$ cat config.mk
export PLATFORM = sky130hd
export DESIGN_NAME = midpoint_line_rasterizer_top
export DESIGN_NICKNAME = d
export VERILOG_FILES = /design/src/rtl/mlr_pkg.sv /design/src/rtl/mlr_setup.sv /design/src/rtl/mlr_step.sv /design/src/rtl/midpoint_line_rasterizer_top.sv
export SDC_FILE = /design/constraint.sdc
export NUM_CORES = 1
export LEC_CHECK = 0
export ABC_AREA = 1
export BUFFER_PORTS_ARGS = -buffer_cell sky130_fd_sc_hd__buf_2
export CORE_UTILIZATION = 54
export CTS_BUF_LIST = sky130_fd_sc_hd__clkbuf_4 sky130_fd_sc_hd__clkbuf_8
export DETAILED_ROUTE_END_ITERATION = 16
export GPL_TIMING_DRIVEN = 1
export PLACE_DENSITY = 0.78
export SYNTH_ARGS = -nofsm -noshare
export SYNTH_HDL_FRONTEND = slang
export SYNTH_HIERARCHICAL = 1
export SYNTH_SLANG_ARGS = --single-unit
$ cat constraint.sdc
create_clock -name clk_i -period 5.5 [get_ports clk_i]
set_input_delay 0.275 -clock clk_i [delete_from_list [all_inputs] [get_ports clk_i]]
set_output_delay 0.275 -clock clk_i [all_outputs]
set_load 0.05 [all_outputs]
$ cat src/rtl/mlr_pkg.sv
// ----------------------------------------------------------------------------
// mlr_pkg
// Shared types for the midpoint line rasterizer.
// ----------------------------------------------------------------------------
package mlr_pkg;

  typedef enum logic {
    OP_START = 1'b0,
    OP_NEXT  = 1'b1
  } mlr_op_e;

  typedef struct packed {
    logic steep;
    logic col_step_neg;
    logic row_step_neg;
  } mlr_dir_t;

endpackage

$ cat src/rtl/mlr_setup.sv
// ----------------------------------------------------------------------------
// mlr_setup
// Line setup: step signs, absolute deltas, major axis, decision term and
// increments for a new line.
// ----------------------------------------------------------------------------
module mlr_setup #(
  parameter int COORD_BITS = 12
) (
  input  logic [COORD_BITS-1:0]   start_x_i,
  input  logic [COORD_BITS-1:0]   start_y_i,
  input  logic [COORD_BITS-1:0]   end_x_i,
  input  logic [COORD_BITS-1:0]   end_y_i,
  output mlr_pkg::mlr_dir_t       dir_o,
  output logic signed [COORD_BITS+3:0] decision_o,
  output logic signed [COORD_BITS+3:0] inc_straight_o,
  output logic signed [COORD_BITS+3:0] inc_diagonal_o,
  output logic                    last_o
);

  logic [COORD_BITS-1:0] dx;
  logic [COORD_BITS-1:0] dy;
  logic [COORD_BITS-1:0] major;
  logic [COORD_BITS-1:0] minor;
  logic signed [COORD_BITS+3:0] minor2;
  logic signed [COORD_BITS+3:0] major1;
  logic signed [COORD_BITS+3:0] major2;

  always_comb begin
    dir_o.col_step_neg = end_x_i < start_x_i;
    dir_o.row_step_neg = end_y_i < start_y_i;
    dx = dir_o.col_step_neg ? start_x_i - end_x_i : end_x_i - start_x_i;
    dy = dir_o.row_step_neg ? start_y_i - end_y_i : end_y_i - start_y_i;
    dir_o.steep = dy > dx;
    major = dir_o.steep ? dy : dx;
    minor = dir_o.steep ? dx : dy;
    minor2 = $signed({3'b000, minor, 1'b0});
    major2 = $signed({3'b000, major, 1'b0});
    major1 = $signed({4'b0000, major});
    inc_straight_o = minor2;
    inc_diagonal_o = minor2 - major2;
    decision_o     = minor2 - major1;
    last_o = (start_x_i == end_x_i) && (start_y_i == end_y_i);
  end

endmodule

$ cat src/rtl/mlr_step.sv
// ----------------------------------------------------------------------------
// mlr_step
// One rasterizer step: advance the major axis, take a diagonal step on a
// positive decision term, and flag arrival at the target.
// ----------------------------------------------------------------------------
module mlr_step #(
  parameter int COORD_BITS = 12
) (
  input  logic [COORD_BITS-1:0]        cur_col_i,
  input  logic [COORD_BITS-1:0]        cur_row_i,
  input  logic [COORD_BITS-1:0]        target_col_i,
  input  logic [COORD_BITS-1:0]        target_row_i,
  input  logic signed [COORD_BITS+3:0] decision_i,
  input  logic signed [COORD_BITS+3:0] inc_straight_i,
  input  logic signed [COORD_BITS+3:0] inc_diagonal_i,
  input  mlr_pkg::mlr_dir_t            dir_i,
  output logic [COORD_BITS-1:0]        cur_col_o,
  output logic [COORD_BITS-1:0]        cur_row_o,
  output logic signed [COORD_BITS+3:0] decision_o,
  output logic                         last_o
);

  logic                  diag;
  logic [COORD_BITS-1:0] col_stepped;
  logic [COORD_BITS-1:0] row_stepped;

  always_comb begin
    diag = !decision_i[COORD_BITS+3] && (|decision_i);
    decision_o = decision_i + (diag ? inc_diagonal_i : inc_straight_i);
    col_stepped = dir_i.col_step_neg ? cur_col_i - COORD_BITS'(1)
                                     : cur_col_i + COORD_BITS'(1);
    row_stepped = dir_i.row_step_neg ? cur_row_i - COORD_BITS'(1)
                                     : cur_row_i + COORD_BITS'(1);
    if (dir_i.steep) begin
      cur_row_o = row_stepped;
      cur_col_o = diag ? col_stepped : cur_col_i;
      last_o    = row_stepped == target_row_i;
    end else begin
      cur_col_o = col_stepped;
      cur_row_o = diag ? row_stepped : cur_row_i;
      last_o    = col_stepped == target_col_i;
    end
  end

endmodule

$ cat src/rtl/midpoint_line_rasterizer_top.sv
// ----------------------------------------------------------------------------
// midpoint_line_rasterizer_top
// Midpoint line rasterizer for all octants, one pixel per transaction.
// ----------------------------------------------------------------------------
// A start transaction loads both endpoints and returns the first pixel; each
// next transaction returns the following pixel, with last_pixel_o set on the
// second endpoint. A next transaction with no line active returns nothing.
// The block takes one transaction per clock and returns its pixel in the next
// cycle from the output register; the input side stalls only while that
// register holds a pixel that the output side is stalling. Each step is one
// add of the decision term and one coordinate compare.
module midpoint_line_rasterizer_top #(
  parameter int COORD_BITS = 12
) (
  input  logic                  clk_i,
  input  logic                  rst_ni,
  input  logic                  in_valid_i,
  output logic                  in_stall_o,
  input  logic                  operation_i,
  input  logic [COORD_BITS-1:0] start_x_i,
  input  logic [COORD_BITS-1:0] start_y_i,
  input  logic [COORD_BITS-1:0] end_x_i,
  input  logic [COORD_BITS-1:0] end_y_i,
  output logic                  out_valid_o,
  input  logic                  out_stall_i,
  output logic [COORD_BITS-1:0] pixel_x_o,
  output logic [COORD_BITS-1:0] pixel_y_o,
  output logic                  last_pixel_o
);

  localparam int DecW = COORD_BITS + 4;

  logic [COORD_BITS-1:0] cur_col_q, cur_col_d;
  logic [COORD_BITS-1:0] cur_row_q, cur_row_d;
  logic [COORD_BITS-1:0] target_col_q, target_col_d;
  logic [COORD_BITS-1:0] target_row_q, target_row_d;
  logic signed [DecW-1:0] decision_q, decision_d;
  logic signed [DecW-1:0] inc_straight_q, inc_straight_d;
  logic signed [DecW-1:0] inc_diagonal_q, inc_diagonal_d;
  mlr_pkg::mlr_dir_t      dir_q, dir_d;
  logic                   active_q, active_d;

  logic                  out_valid_q, out_valid_d;
  logic [COORD_BITS-1:0] pixel_x_q, pixel_x_d;
  logic [COORD_BITS-1:0] pixel_y_q, pixel_y_d;
  logic                  last_q, last_d;

  mlr_pkg::mlr_dir_t      setup_dir;
  logic signed [DecW-1:0] setup_decision;
  logic signed [DecW-1:0] setup_inc_straight;
  logic signed [DecW-1:0] setup_inc_diagonal;
  logic                   setup_last;

  logic [COORD_BITS-1:0] step_col;
  logic [COORD_BITS-1:0] step_row;
  logic signed [DecW-1:0] step_decision;
  logic                   step_last;

  logic    in_accept;
  logic    is_start;
  logic    is_next;
  logic    emit;

  mlr_setup #(
    .COORD_BITS(COORD_BITS)
  ) u_setup (
    .start_x_i      (start_x_i),
    .start_y_i      (start_y_i),
    .end_x_i        (end_x_i),
    .end_y_i        (end_y_i),
    .dir_o          (setup_dir),
    .decision_o     (setup_decision),
    .inc_straight_o (setup_inc_straight),
    .inc_diagonal_o (setup_inc_diagonal),
    .last_o         (setup_last)
  );

  mlr_step #(
    .COORD_BITS(COORD_BITS)
  ) u_step (
    .cur_col_i      (cur_col_q),
    .cur_row_i      (cur_row_q),
    .target_col_i   (target_col_q),
    .target_row_i   (target_row_q),
    .decision_i     (decision_q),
    .inc_straight_i (inc_straight_q),
    .inc_diagonal_i (inc_diagonal_q),
    .dir_i          (dir_q),
    .cur_col_o      (step_col),
    .cur_row_o      (step_row),
    .decision_o     (step_decision),
    .last_o         (step_last)
  );

  assign in_stall_o = out_valid_q && out_stall_i;
  assign in_accept  = in_valid_i && !in_stall_o;
  assign is_start   = in_accept && (operation_i == mlr_pkg::OP_START);
  assign is_next    = in_accept && (operation_i == mlr_pkg::OP_NEXT) && active_q;
  assign emit       = is_start || is_next;

  always_comb begin
    cur_col_d      = cur_col_q;
    cur_row_d      = cur_row_q;
    target_col_d   = target_col_q;
    target_row_d   = target_row_q;
    decision_d     = decision_q;
    inc_straight_d = inc_straight_q;
    inc_diagonal_d = inc_diagonal_q;
    dir_d          = dir_q;
    active_d       = active_q;
    pixel_x_d      = pixel_x_q;
    pixel_y_d      = pixel_y_q;
    last_d         = last_q;
    if (is_start) begin
      cur_col_d      = start_x_i;
      cur_row_d      = start_y_i;
      target_col_d   = end_x_i;
      target_row_d   = end_y_i;
      decision_d     = setup_decision;
      inc_straight_d = setup_inc_straight;
      inc_diagonal_d = setup_inc_diagonal;
      dir_d          = setup_dir;
      active_d       = !setup_last;
      pixel_x_d      = start_x_i;
      pixel_y_d      = start_y_i;
      last_d         = setup_last;
    end else if (is_next) begin
      cur_col_d  = step_col;
      cur_row_d  = step_row;
      decision_d = step_decision;
      active_d   = !step_last;
      pixel_x_d  = step_col;
      pixel_y_d  = step_row;
      last_d     = step_last;
    end
  end

  always_comb begin
    out_valid_d = out_valid_q;
    if (emit) begin
      out_valid_d = 1'b1;
    end else if (out_valid_q && !out_stall_i) begin
      out_valid_d = 1'b0;
    end
  end

  always_ff @(posedge clk_i or negedge rst_ni) begin
    if (!rst_ni) begin
      active_q    <= 1'b0;
      out_valid_q <= 1'b0;
      dir_q       <= '0;
    end else begin
      active_q    <= active_d;
      out_valid_q <= out_valid_d;
      dir_q       <= dir_d;
    end
  end

  always_ff @(posedge clk_i) begin
    cur_col_q      <= cur_col_d;
    cur_row_q      <= cur_row_d;
    target_col_q   <= target_col_d;
    target_row_q   <= target_row_d;
    decision_q     <= decision_d;
    inc_straight_q <= inc_straight_d;
    inc_diagonal_q <= inc_diagonal_d;
    pixel_x_q      <= pixel_x_d;
    pixel_y_q      <= pixel_y_d;
    last_q         <= last_d;
  end

  assign out_valid_o  = out_valid_q;
  assign pixel_x_o    = pixel_x_q;
  assign pixel_y_o    = pixel_y_q;
  assign last_pixel_o = last_q;

  a_last_ends_line: assert property (@(posedge clk_i) disable iff (!rst_ni)
    emit && last_d |=> !active_q)
    else $error("line still active after its last pixel");

  a_start_opens_line: assert property (@(posedge clk_i) disable iff (!rst_ni)
    is_start && !setup_last |=> active_q && out_valid_q && !last_pixel_o)
    else $error("start of a non-degenerate line did not open it");

  a_idle_next_silent: assert property (@(posedge clk_i) disable iff (!rst_ni)
    in_accept && (operation_i == mlr_pkg::OP_NEXT) && !active_q |=> !out_valid_q)
    else $error("pixel emitted with no line active");

  a_stall_needs_pixel: assert property (@(posedge clk_i) disable iff (!rst_ni)
    in_stall_o |-> out_valid_q)
    else $error("input stalled with output register empty");

endmodule
**Word level (Yosys, flattened, before mapping)**

Index checks and enable logic that the tools add are counted.

- Input port bits: 53
- Register bits: 98
- Output and inout bits: 27

- Muxes and demuxes: 24
- Equality and inequality tests: 6
- Magnitude comparators: 3
- Bitwise operators: 1
- Add/sub/neg operators: 11
- Reduce and logical (&&, ||, !) cells: 19

Operators with widths:

| operator | number |
|---|---|
| 12-bit 2-to-1 mux | 14 |
| 12-bit equality test | 4 |
| 16-bit 2-to-1 mux | 3 |
| 12-bit subtractor | 4 |
| 12-bit by 1-bit adder with 12-bit output, second input constant | 2 |
| 12-bit less-than comparator | 2 |
| 12-bit by 1-bit subtractor with 12-bit output, second input constant | 2 |
| 16-bit adder | 1 |
| 16-bit OR reduction | 1 |
| 13-bit by 12-bit subtractor with 14-bit output | 1 |
| 13-bit by 13-bit subtractor with 14-bit output | 1 |
| 12-bit > comparator | 1 |
| 1-bit logical AND | 8 |
| 4-bit by 3-bit inequality test with 1-bit output, second input constant | 2 |
| 1-bit 2-to-1 mux | 7 |
| 1-bit logical NOT | 5 |
| 2-bit AND reduction | 2 |
| 2-bit nonzero test | 2 |
| 1-bit logical OR | 1 |
| 1-bit inverter | 1 |

**Depth between registers and ports, before layout**

- Depth in word-level cells: 7
- Depth in mapped cells: 44

**Hierarchy**

The synthesis kept the hierarchy.

By module, submodules not included:

| module | times used | cells each | area each (um^2) |
|---|---|---|---|
| mlr_setup | 1 | 1047 | 5486.5 |
| midpoint_line_rasterizer_top | 1 | 254 | 3667.3 |
| mlr_step | 1 | 534 | 2800.2 |

**Least setup slack after synthesis**

Ideal clock, no wire load.

- Path kind: input to register
- From: input end_x_i[0]
- To: register decision_q[14] (data pin)
- Arrival: 4181 ps
- Stages: 37
- Buffers on the path: 3
- Required time: 5248 ps
- Setup time: 252 ps
- Path slack: 1067 ps
- Cell sequence: inv_1 > ha_1 > inv_1 > fa_1 > nand3_1 > nand3_2 > nand3_4 > inv_2 > nor2_8 > nand2_1 > nand2_1 > inv_1 > ha_1 > nand2_2 > nor2_4 > nand2_1 > clkinv_1 > nand2_1 > nand3_2 > nand2_4 > inv_4 > buf_8 > buf_8 > nand2_2 > nand2_2 > ha_1 > nand2_1 > nand3b_1 > nand2_1 > nand3_1 > nand2_2 > nand2_1 > nor2_1 > nor2_1 > buf_4 > nand2_1 > nand2_1

RTL lines:

| item | RTL line | text |
|---|---|---|
| start, declared | midpoint_line_rasterizer_top.sv:22 | `input logic [COORD_BITS-1:0] end_x_i,` |
| end signal, assigned | midpoint_line_rasterizer_top.sv:164 | `decision_q <= decision_d;` |
| end, declared | midpoint_line_rasterizer_top.sv:37 | `logic signed [DecW-1:0] decision_q, decision_d;` |

==> summary.md <==
| Metric | Value |
|---|---|
| Status | finished, final reports clean |
| Critical Path End Type | register |
| RSZ-0062 raised after global routing | false |
| Drt via density | 5.32 |
| Register area | 3040 um2 |
| Die Ht | 151 um |
| Least-Margin Pin Slew | 0.774 ns |
| CTS buffer count | 9 |
| Power Total | 7580 uW |
| Final Non-Filler Cells | 2,181 |
| Final ANT Viol Nets | 0 |
| Top cells by area, synth | edfxtp_1 24%, nand2_1 24%, ha_1 10%, inv_1 8.4%, nand3_1 6.6% |
| Wire per inst | 14.9 um |
| Largest net degree at the start of global routing | 59 |
| First-pass GRT wire length | 52,400 um |
| Final worst setup slack | 0.553 ns |
| Startpoint types | input port |
| Reg clk slew, reported paths | 0.11 ns |
| Pins over their slew limit | 0 |
| Clk_skew | 0.0238 ns |
| Gates resized, CTS repair | 0 |
| Final worst-path cycle share | 90.0% |
| Proportion of layout cells with a drive suffix above 1 | 10.6% |
| Multi-input logic area | 7580 um2 |
| Placed Instances | 2,164 |
| Vias post-DR | 11,593 |
| CP dominant cell by count | nand2_1 |
| Most frequent cells in the layout | 770 x nand2_1, 266 x inv_1, 158 x nand3_1 |
| Power Dens Cells | 599 nW/um2 |
| Endpoints failing setup | 0 |
| Die area | 22,700 um2 |
| Drt total wl | 32,600 um |
| DP Wirelength | 26,000 um |
| #FFs+latches synth | 102 |
| Worst-path fanout max | 28 |
| Largest family of logic cells by synthesized area | simple AND/OR/NAND/NOR gates |
| Mux cell area share after synthesis | 0% |
| Warnings from Yosys | 6 |
| # rows | 54 |
| Max stage delay cell, worst path | o21ai_0 |
| Achievable Freq | 202 MHz |
| Final hold vios | 0 |
| Leading cell type in the layout, fill and taps excluded | nand2_1 |
| Post-synthesis cell count | 1,835 |
| First drt pass iteration count | 5 |
| Num ports | 80 |
| Die width | 151 um |
| TritonCTS clock tree | done |
| Initial antenna violation count | 0 |
| Crit path time final | 4.95 ns |
| DRC | 0 |
| Clk buf depth | 2 |
| Largest delay share family, worst path | simple AND/OR/NAND/NOR gates |
| Gr usage total | 29.5% |
| DR iter-0 viols | 953 |
| Gr ovfl total | 0 |
| Pleak | 0.00712 uW |
| Critical Path RT | 5.67 ns |
| Max-Cap Viols | 0 |
| Vias in the first global route | 10,632 |
| Syn avg cell area | 6.51 um2 |
| Worst setup path category | input port to register |
| Peak supply drop | 0.339 mV |
| Xor and xnor fraction of the mapped netlist area | 4.40% |
| CP Buf/Inv Count | 7 |
| Complex-gate fraction of the synthesized area | 6.23% |
| Critical path's largest stage delay | 0.50 ns |
| Setup TNS | 0 ns |
| Core Area | 21,800 um2 |
| Fillers | 2,157 |
| Routability cong. | 0.958 |
| Clk Latency, worst-skew pair | 0.41 ns |
| HP Class | input port to register |
| Clock sink count | 102 |
| N_diodes | 0 |
| Area Growth Syn to Fin | 5.87% |
| Core Util, Final | 58.2% |
| Cell taking the most area after synthesis | edfxtp_1 |
| Root Driver | clkbuf_8 |
| Max_slew headroom | 48.3% |
| Sequential element share of the synthesized area | 25.4% |
| Pre-CTS setup slack | 0.174 ns |
| H-tree depth | 3 |
| Initial Utilization | 54.9% |
| CP arrival | 5.11 ns |
| Adder-Cell Fraction of Synth Area | 11.7% |
| Port Buffers | 79 |
| Final nets | 2,056 |
| Mapped cell area | 12,000 um2 |
| Simple-gate share of the synthesized area | 40.9% |
| Top cell type's share of synthesized area | 24.4% |
| Yosys cell types | 48 |
==> layout make-up <==
| cell class | instances | area share, % |
|---|---|---|
| multi-input combinational | 1420 | 59.9 |
| sequential | 102 | 24.0 |
| inverter | 277 | 8.26 |
| timing repair buffer | 86 | 3.56 |
| tap | 280 | 2.77 |
| clock buffer | 9 | 0.979 |
| clock inverter | 7 | 0.504 |
==> through the flow <==
stage               hold slack, ns  instance area [um2]
global placement             0.105                12500
CTS                         0.0581                12700
floorplan                  -0.0206                12000
finish                      0.0698                12700
detailed placement           0.106                12500
global route                0.0643                12700
==> Yosys cell counts (all sizes together) <==
master / instances
nand2: 820
nand3b: 7
dfrtp: 5
xnor3: 2
a31oi: 15
xnor2: 9
inv: 275
edfxtp: 97
ha: 99
buf: 36
o22ai: 1
conb: 1
a21boi: 3
a22oi: 1
xor2: 45
fa: 8
a21o: 2
o211ai: 1
a221oi: 1
nor3: 4
clkinv: 2
clkbuf: 4
or2: 3
nor2: 90
nor4: 4
o21bai: 11
nand3: 174
o2111ai: 1
o21ai: 29
a21oi: 61
nand4: 24
==> worst register-to-register path, cell delays in order (launching register included) <==
cell and delay, ns:
edfxtp_1 0.47, nor4_1 0.35, nand4_1 0.14, nand2_1 0.10, inv_1 0.28, nand2_1 0.15, nand2_1 0.06, ha_1 0.21
fa_1 0.45, nand3_1 0.09, nand2_1 0.09, nand3_1 0.09, nand2_1 0.16, a21o_1 0.23, nand3_1 0.08, nand2_1 0.07
xor2_1 0.16, nand2_1 0.08, nand2_1 0.08
==> path summary, 6_finish.rpt <==
| path | startpoint | to | slack (ns) | cells after the start |
|---|---|---|---|---|
| worst max-delay path | end_x_i[0] | decision_q[10] | 0.55 | 34 |
| worst min-delay path | end_y_i[11] | target_row_q[11] | 0.07 | 1 |
| worst max register to register | decision_q[2] | decision_q[12] | 1.94 | 18 |
| worst min register to register | active_q | active_q | 0.51 | 2 |
| max in group asynchronous | rst_ni | dir_q[0] | 5.15 | 2 |
| min in group asynchronous | rst_ni | dir_q[1] | 0.21 | 2 |
==> flip-flops by register name, indices dropped and copies added, names as in the netlist <==
signal          cells
active_q            1
dir_q               3
last_pixel_o        1
target_row_q       12
inc_diagonal_q     16
pixel_x_o          12
inc_straight_q     16
target_col_q       12
pixel_y_o          12
out_valid_o         1
decision_q         16
==> cells by family (layout without fill, tap and decap cells) <==
group | after synthesis | count (layout)
AOI/OAI and AO/OA | 126 | 126
xor gates and xnor gates | 56 | 56
adders and majority gates | 107 | 107
buffers and inverters | 317 | 379
DFF | 102 | 102
other | 1 | 5
and+or+nand+nor | 1126 | 1126
==> repair_timing <==
action                                 in CTS  in global routing
hold buffers                                1                  0
endpoints found under the hold margin       5                  0
buffers inserted                            0                  0
==> report_power, final <==
group	internal [uW]	total [uW]	switching (uW)
logic	1880	5610	3730
registers	1280	1480	198
clock network	176	500	324
==> per-layer routing <==
metal | wire, um | up-vias | GRT usage, %
li1 | - | 5923 | -
met2 | 14700 | 354 | 48.4
met3 | 1800 | 57 | 2.86
met1 | 15300 | 5259 | 40.7
met4 | 834 | 0 | 9.20
met5 | 0 | - | 0
Power figures use the tool's default switching activity.
